`config.mk`:
```
export PLATFORM = sky130hd
export DESIGN_NAME = packed_pixel_to_rgb888_core
export DESIGN_NICKNAME = d
export VERILOG_FILES = /design/src/rtl/ppr_pkg.sv /design/src/rtl/ppr_expand.sv /design/src/rtl/packed_pixel_to_rgb888_core.sv
export SDC_FILE = /design/constraint.sdc
export NUM_CORES = 1
export LEC_CHECK = 0
export ABC_AREA = 1
export BUFFER_PORTS_ARGS = -buffer_cell sky130_fd_sc_hd__buf_4
export CAP_MARGIN = 20
export CORE_MARGIN = 3
export CORE_UTILIZATION = 60
export DETAILED_ROUTE_END_ITERATION = 8
export PLACE_DENSITY_LB_ADDON = 0.05
export RECOVER_POWER = 25
export SYNTH_ARGS = -nofsm -noshare
export SYNTH_HDL_FRONTEND = slang
export SYNTH_SLANG_ARGS = --single-unit
```
`constraint.sdc`:
```
create_clock -name clk -period 4.19 [get_ports clk]
set_input_delay 1.257 -clock clk [delete_from_list [all_inputs] [get_ports clk]]
set_output_delay 1.257 -clock clk [all_outputs]
set_load 0.02 [all_outputs]
```
`src/rtl/ppr_pkg.sv`:
```
// ----------------------------------------------------------------------------
// ppr_pkg
// Shared types, layout codes and channel expansion helpers for the packed
// pixel to RGB888 converter.
// ----------------------------------------------------------------------------
package ppr_pkg;

  localparam int unsigned WORD_W = 16;
  localparam int unsigned CHAN_W = 8;
  localparam int unsigned MODE_W = 4;

  typedef logic [WORD_W-1:0] word_t;
  typedef logic [CHAN_W-1:0] chan_t;
  typedef logic [MODE_W-1:0] mode_t;

  // Layout codes held in the mode register
  localparam mode_t MODE_RGB332  = 4'd0;
  localparam mode_t MODE_RGB565  = 4'd1;
  localparam mode_t MODE_RGBA444 = 4'd2;
  localparam mode_t MODE_BGRA444 = 4'd3;
  localparam mode_t MODE_ARGB444 = 4'd4;
  localparam mode_t MODE_ABGR444 = 4'd5;
  localparam mode_t MODE_RGBA555 = 4'd6;
  localparam mode_t MODE_BGRA555 = 4'd7;
  localparam mode_t MODE_ARGB555 = 4'd8;
  localparam mode_t MODE_ABGR555 = 4'd9;

  localparam mode_t MODE_RESET = MODE_RGB565;

  // Red in the lowest bits, blue in the highest
  typedef struct packed {
    chan_t blue;
    chan_t green;
    chan_t red;
  } rgb_t;

  function automatic chan_t exp2(input logic [1:0] f);
    return {f, f, f, f};
  endfunction

  // floor(f * 255 / 7)
  function automatic chan_t exp3(input logic [2:0] f);
    chan_t e;
    case (f)
      3'd0:    e = 8'd0;
      3'd1:    e = 8'd36;
      3'd2:    e = 8'd72;
      3'd3:    e = 8'd109;
      3'd4:    e = 8'd145;
      3'd5:    e = 8'd182;
      3'd6:    e = 8'd218;
      default: e = 8'd255;
    endcase
    return e;
  endfunction

  function automatic chan_t exp4(input logic [3:0] f);
    return {f, f};
  endfunction

  // floor(f * 255 / 31) = 8f + floor(7f / 31)
  function automatic chan_t exp5(input logic [4:0] f);
    logic [2:0] corr;
    corr = 3'd0;
    if (f == 5'd31) begin
      corr = 3'd7;
    end else if (f >= 5'd27) begin
      corr = 3'd6;
    end else if (f >= 5'd23) begin
      corr = 3'd5;
    end else if (f >= 5'd18) begin
      corr = 3'd4;
    end else if (f >= 5'd14) begin
      corr = 3'd3;
    end else if (f >= 5'd9) begin
      corr = 3'd2;
    end else if (f >= 5'd5) begin
      corr = 3'd1;
    end
    return {f, 3'b000} + {5'd0, corr};
  endfunction

  // floor(f * 255 / 63) = 4f + floor(f / 21)
  function automatic chan_t exp6(input logic [5:0] f);
    logic [1:0] corr;
    corr = 2'd0;
    if (f == 6'd63) begin
      corr = 2'd3;
    end else if (f >= 6'd42) begin
      corr = 2'd2;
    end else if (f >= 6'd21) begin
      corr = 2'd1;
    end
    return {f, 2'b00} + {6'd0, corr};
  endfunction

endpackage

```
`src/rtl/ppr_expand.sv`:
```
// ----------------------------------------------------------------------------
// ppr_expand
// Field extraction and 8-bit expansion of one packed pixel for the selected
// layout.
// ----------------------------------------------------------------------------
module ppr_expand (
  input  ppr_pkg::mode_t mode,
  input  ppr_pkg::word_t word,
  output ppr_pkg::rgb_t  pix
);
  import ppr_pkg::*;

  chan_t r;
  chan_t g;
  chan_t b;
  logic  swap;

  always_comb begin
    r    = '0;
    g    = '0;
    b    = '0;
    swap = 1'b0;
    case (mode)
      MODE_RGB332: begin
        r = exp3(word[7:5]);
        g = exp3(word[4:2]);
        b = exp2(word[1:0]);
      end
      MODE_RGB565: begin
        r = exp5(word[15:11]);
        g = exp6(word[10:5]);
        b = exp5(word[4:0]);
      end
      MODE_RGBA444, MODE_BGRA444: begin
        r    = exp4(word[15:12]);
        g    = exp4(word[11:8]);
        b    = exp4(word[7:4]);
        swap = (mode == MODE_BGRA444);
      end
      MODE_ARGB444, MODE_ABGR444: begin
        r    = exp4(word[11:8]);
        g    = exp4(word[7:4]);
        b    = exp4(word[3:0]);
        swap = (mode == MODE_ABGR444);
      end
      MODE_RGBA555, MODE_BGRA555: begin
        // green taken from bits 10:8 and 6:5, blue overlaps it at bit 5
        r    = exp5(word[15:11]);
        g    = exp5({word[10:8], word[6:5]});
        b    = exp5(word[5:1]);
        swap = (mode == MODE_BGRA555);
      end
      MODE_ARGB555, MODE_ABGR555: begin
        r    = exp5(word[14:10]);
        g    = exp5({word[9:8], word[7:5]});
        b    = exp5(word[4:0]);
        swap = (mode == MODE_ABGR555);
      end
      default: begin
        // unused codes give black
        r = '0;
        g = '0;
        b = '0;
      end
    endcase
  end

  assign pix.red   = swap ? b : r;
  assign pix.green = g;
  assign pix.blue  = swap ? r : b;

endmodule

```
`src/rtl/packed_pixel_to_rgb888_core.sv`:
```
// ----------------------------------------------------------------------------
// packed_pixel_to_rgb888_core
// Packed pixel (RGB332 / RGB565 / 4444 / 5551) to RGB888 stream converter.
// ----------------------------------------------------------------------------
// Usage:
//   Packed pixels arrive on the in_ stream, one 16-bit word per transfer.
//   Each word gives one RGB888 transfer on the out_ stream, in order.
//   cfg_we/cfg_wdata write the 4-bit layout register; write it only while
//   the stream is drained. Reset selects RGB565.
//   An input transfer is registered in the input register, then passes
//   through the expansion logic into the result register.
//   Throughput: one pixel per clock while out_tready holds; the two-stage
//   register pipe advances the result stage on advance, the input on in_tready.
//   Reset (rst_n low, synchronous) empties both stages; the register
//   returns to RGB565.
//   When the receiver stalls the result register holds, the input stage
//   still takes one more word if it is empty, then in_tready drops until
//   out_tready returns. No transfer is lost or repeated.
//   Unused layout codes give black pixels.
// ----------------------------------------------------------------------------
module packed_pixel_to_rgb888_core (
  input  logic                 clk,
  input  logic                 rst_n,
  // configuration
  input  logic                 cfg_we,
  input  ppr_pkg::mode_t       cfg_wdata,   // [3:0] pixel_mode
  // input stream
  input  logic                 in_tvalid,
  output logic                 in_tready,
  input  ppr_pkg::word_t       in_tdata,    // [15:0] packed_word
  // output stream
  output logic                 out_tvalid,
  input  logic                 out_tready,
  output logic [23:0]          out_tdata    // [7:0] red, [15:8] green, [23:16] blue
);
  import ppr_pkg::*;

  mode_t mode_r;
  logic  in_vld_r;
  word_t in_word_r;
  logic  out_vld_r;
  rgb_t  out_pix_r;

  rgb_t  pix_nxt;
  logic  advance;
  logic  in_xfer;

  // Hold the layout register; the user writes it only while the stream is drained, which the block does not enforce
  always_ff @(posedge clk) begin
    if (!rst_n) begin
      mode_r <= MODE_RESET;
    end else if (cfg_we) begin
      mode_r <= cfg_wdata;
    end
  end

  // Advance the pipe whenever the result register is free or being taken
  assign advance   = !out_vld_r || out_tready;
  assign in_tready = advance || !in_vld_r;
  assign in_xfer   = in_tvalid && in_tready;

  // Input stage
  always_ff @(posedge clk) begin
    if (!rst_n) begin
      in_vld_r <= 1'b0;
    end else if (in_tready) begin
      in_vld_r <= in_tvalid;
    end
  end

  always_ff @(posedge clk) begin
    if (in_xfer) begin
      in_word_r <= in_tdata;
    end
  end

  ppr_expand u_expand (
    .mode (mode_r),
    .word (in_word_r),
    .pix  (pix_nxt)
  );

  // Result stage
  always_ff @(posedge clk) begin
    if (!rst_n) begin
      out_vld_r <= 1'b0;
    end else if (advance) begin
      out_vld_r <= in_vld_r;
    end
  end

  always_ff @(posedge clk) begin
    if (advance && in_vld_r) begin
      out_pix_r <= pix_nxt;
    end
  end

  assign out_tvalid = out_vld_r;
  assign out_tdata  = out_pix_r;

endmodule

```
==> metrics.md <==
| Metric | Value |
|---|---|
| Status | finished clean |
| Clock Sinks | 46 |
| First DRT Iteration DRCs | about 460 |
| Storage cell area | approximately 1300 sq um |
| Fraction of layout cells with a size suffix above 1 | 18.0% |
| Commonest cells in the netlist | nand2_1 (102), inv_1 (44), edfxtp_1 (40) |
| Post-synth EDFFs | 40 |
| Syn_nets | just over 400 |
| CP Buf/Inv Count | 3 |
| Post-synth ARST share | 0% |
| Antenna diodes | 0 |
| Reg2reg end | out_tdata[16]$_DFFE_PP_ |
| End of the worst hold path | out_tvalid$_SDFFE_PN0P_ |
| Nets | 458 |
| R2R depth | 9 |
| Largest net degree at the start of global routing | 25 |
| Full die area | 5890 sq um |
| Hold-fix buffers, CTS | 0 |
| Fin crit period | 3000 ps |
| Antenna violations before repair | 0 |
| Synthesis Warnings | 0 |
| Total Wirelength | 7570 microns |
| Site Rows | 25 |
| Seq cells post-synth | between 40 and 50 |
| Cell with the most instances after synthesis | nand2_1 |
| Drc violations | 0 |
| Post-CTS Setup Repair Bufs | 0 |
| Setup-failing EPs final | 0 |
| Quantity of gates resized following cts | 0 |
| CP delay by family, top | buffers and inverters |
| Filler cell count | 380 |
| Leak pwr | 1.55 nW |
| Finished Layout Cells | 501 |
| DR vias | 2990 |
| Ys flop type | edfxtp_1 |
| HPWL Detailed | 5560 microns |
| Post-Route M1 WL | between 3000 and 4000 microns |
| Hold WS | 510 ps |
| Cell taking the most area after synthesis | edfxtp_1 |
| Reg clk slew, reported paths | 80 ps |
| Clock buffer depth | 2 |
| Total grt overflow | 0 |
| Routed Antenna Nets | 0 |
| Max rail drop VDD | about 0.00027 V |
| WS Path Type | primary input to primary output |
| Pre-Repair DR Iteration Count | 5 |
| Max-cap violations | 0 |
| CP max stage cell | buf_4 |
| Hold Crit Start | in_vld_r$_SDFFE_PN0N_ |
| Crit share post-route | 71.7% |
| Worst r2r src | mode_r[1]$_SDFFE_PN0P_ |
| Setup Slack @ Placement | 1180 ps |
| Layout area overhead | 16.1% |
| Core area | 4790 sq um |
| Num ports | 51 |
| H-tree depth | 2 |
| Initial Utilization | between 60% and 70% |
| Setup TNS | 0 ps |
| Die W | 76.7 microns |
| Chip height | between 70 and 80 microns |
| CTS tree | built |
| Vias in the first global route | 2714 |
| Avg Vias per Cell | 5.97 |
| Multi-input gate area | 1410 sq um |
| Pwr per Cell Area | 348 nW/um^2 |
| Routed len/inst | approximately 15 microns |
| Final worst slack | about 1200 ps |
| GRT Overall Usage | 26.9% |
| Fin util | 72.9% |
| Hold path cells | 2 |
| Clk root buf | clkbuf_8 |
| Clk Latency, worst-skew pair | 300 ps |
| I/O Buffers | 50 |
| DR top layer | met4 |
| R2R setup slack | 2210 ps |
| Worst hold path class | register to register |
| First-pass GRT wire length | 12800 microns |
| Critical Path AT | roughly 1800 ps |
| Syn Std Cell Area | roughly 3000 sq um |
| Slew HR | 16.9% |
| Area contributors post-synth | edfxtp_1 (40%), nand2_1 (13%), inv_1 (5.5%) |
| Sequential share of the synthesized area | 44.0% |
| Max Clk Rate | 333 MHz |
| Post-Syn Area per Cell | 7.74 sq um |
| CP Data Required Time | around 2900 ps |
| CP peak stage delay | approximately 180 ps |
| Cts bufs inserted | 5 |
| Startpoint types | primary input |
| Max Transition Viols Final | 0 |
| Endpoint class of the critical path | primary output |
| CP cell instances | clkbuf_4, inv_1, nand3_1, buf_4 |
| Yosys top cell area share | 40.0% |
| Placed Instances | just under 500 |
| Crit path max fanout | 3 |
| Worst-Margin Slew | 1250 ps |
| Final setup skew | 4.46 ps |
| Cells after synthesis | 388 |
| Gp weighted congestion | about 0.93 |
| Met3 Wirelength | 864 microns |
| Met2 routed WL | 3340 microns |
| RSZ-0062 raised after global routing | no |
| Distinct cells, synth | 39 |
| Hold Violations, Final | 0 |
## layer usage
layer | vias up | track usage (%)
li1 | 1427 | -
met1 | 1325 | 37.0
met3 | 31 | 6.46
met4 | 0 | 13.4
met2 | 207 | 39.7
met5 | - | 0
## worst register-to-register path, cell delays in order (launching register included)
cell     delay, ps
dfxtp_1        420
inv_1          190
nand2_1        440
o22ai_1        130
inv_1          100
nand3_1         70
nor2_1         150
nand3_2        130
nand2_1         80
nand2_1         50
## state kept, by name (all words and copies together), names as in the netlist
name and cells:
out_tvalid 1, in_vld_r 1, mode_r 4, in_word_r 16, out_tdata 24
## power by group
| part | internal (mW) | switching [mW] | leakage, nW |
|---|---|---|---|
| sequential | 0.547 | 0.0289 | 0.435 |
| combinational | 0.110 | 0.204 | 1.06 |
| clock | 0.178 | 0.146 | 0.0514 |
## through the flow
stage	total power, mW	cell area, sq um
3_5_place_dp	0.894	3390
6_report	1.21	3490
5_1_grt	1.28	3490
3_3_place_gp	0.887	3390
4_1_cts	1.21	3500
2_1_floorplan	0.798	3000
## how the worst max path moves through the flow
stage / from / endpoint / slack [ps] / cells past startpoint
after floorplan: out_tready / out_tdata[0]$_DFFE_PP_ / 1270 / 2
after global placement: out_tready / in_tready / 1210 / 4
after detailed placement: out_tready / in_tready / 1180 / 4
after CTS: out_tready / in_tready / 1190 / 4
after global routing: out_tready / in_tready / 1140 / 4
final: out_tready / in_tready / 1190 / 4
## cells in the final DEF, fill, tap and decap left out, drive strengths merged
| cell type | count |
|---|---|
| edfxtp | 40 |
| a31oi | 2 |
| o221ai | 3 |
| nand4 | 6 |
| dfxtp | 6 |
| a22oi | 2 |
| nor2 | 33 |
| inv | 50 |
| buf | 31 |
| o21ai | 45 |
| nor4 | 1 |
| a21oi | 21 |
| clkinvlp | 1 |
| and2 | 1 |
| o211ai | 1 |
| clkinv | 1 |
| a211oi | 2 |
| nor3 | 3 |
| a221oi | 1 |
| o21bai | 1 |
| o22ai | 15 |
| clkbuf | 26 |
| bufinv | 1 |
| nand3 | 29 |
| nand2 | 107 |
| o2111ai | 5 |
## final cells by class
type	instances	area share, %
clock buffers	6	2.08
clock inverters	2	1.08
inverters	51	5.49
multi-input cells	278	40.4
flip-flops and latches	46	37.9
well taps	67	2.40
repair buffers	51	10.7
## kinds of logic (layout without fill, tap and decap cells)
| group | Yosys count | count (layout) | synth area share [%] |
|---|---|---|---|
| DFF | 46 | 46 | 44.0 |
| and+or+nand+nor | 180 | 180 | 27.1 |
| AOI/OAI and AO/OA | 98 | 98 | 19.7 |
| buffers and inverters | 64 | 110 | 9.21 |
Note: power is estimated with default switching activity, not from simulation.
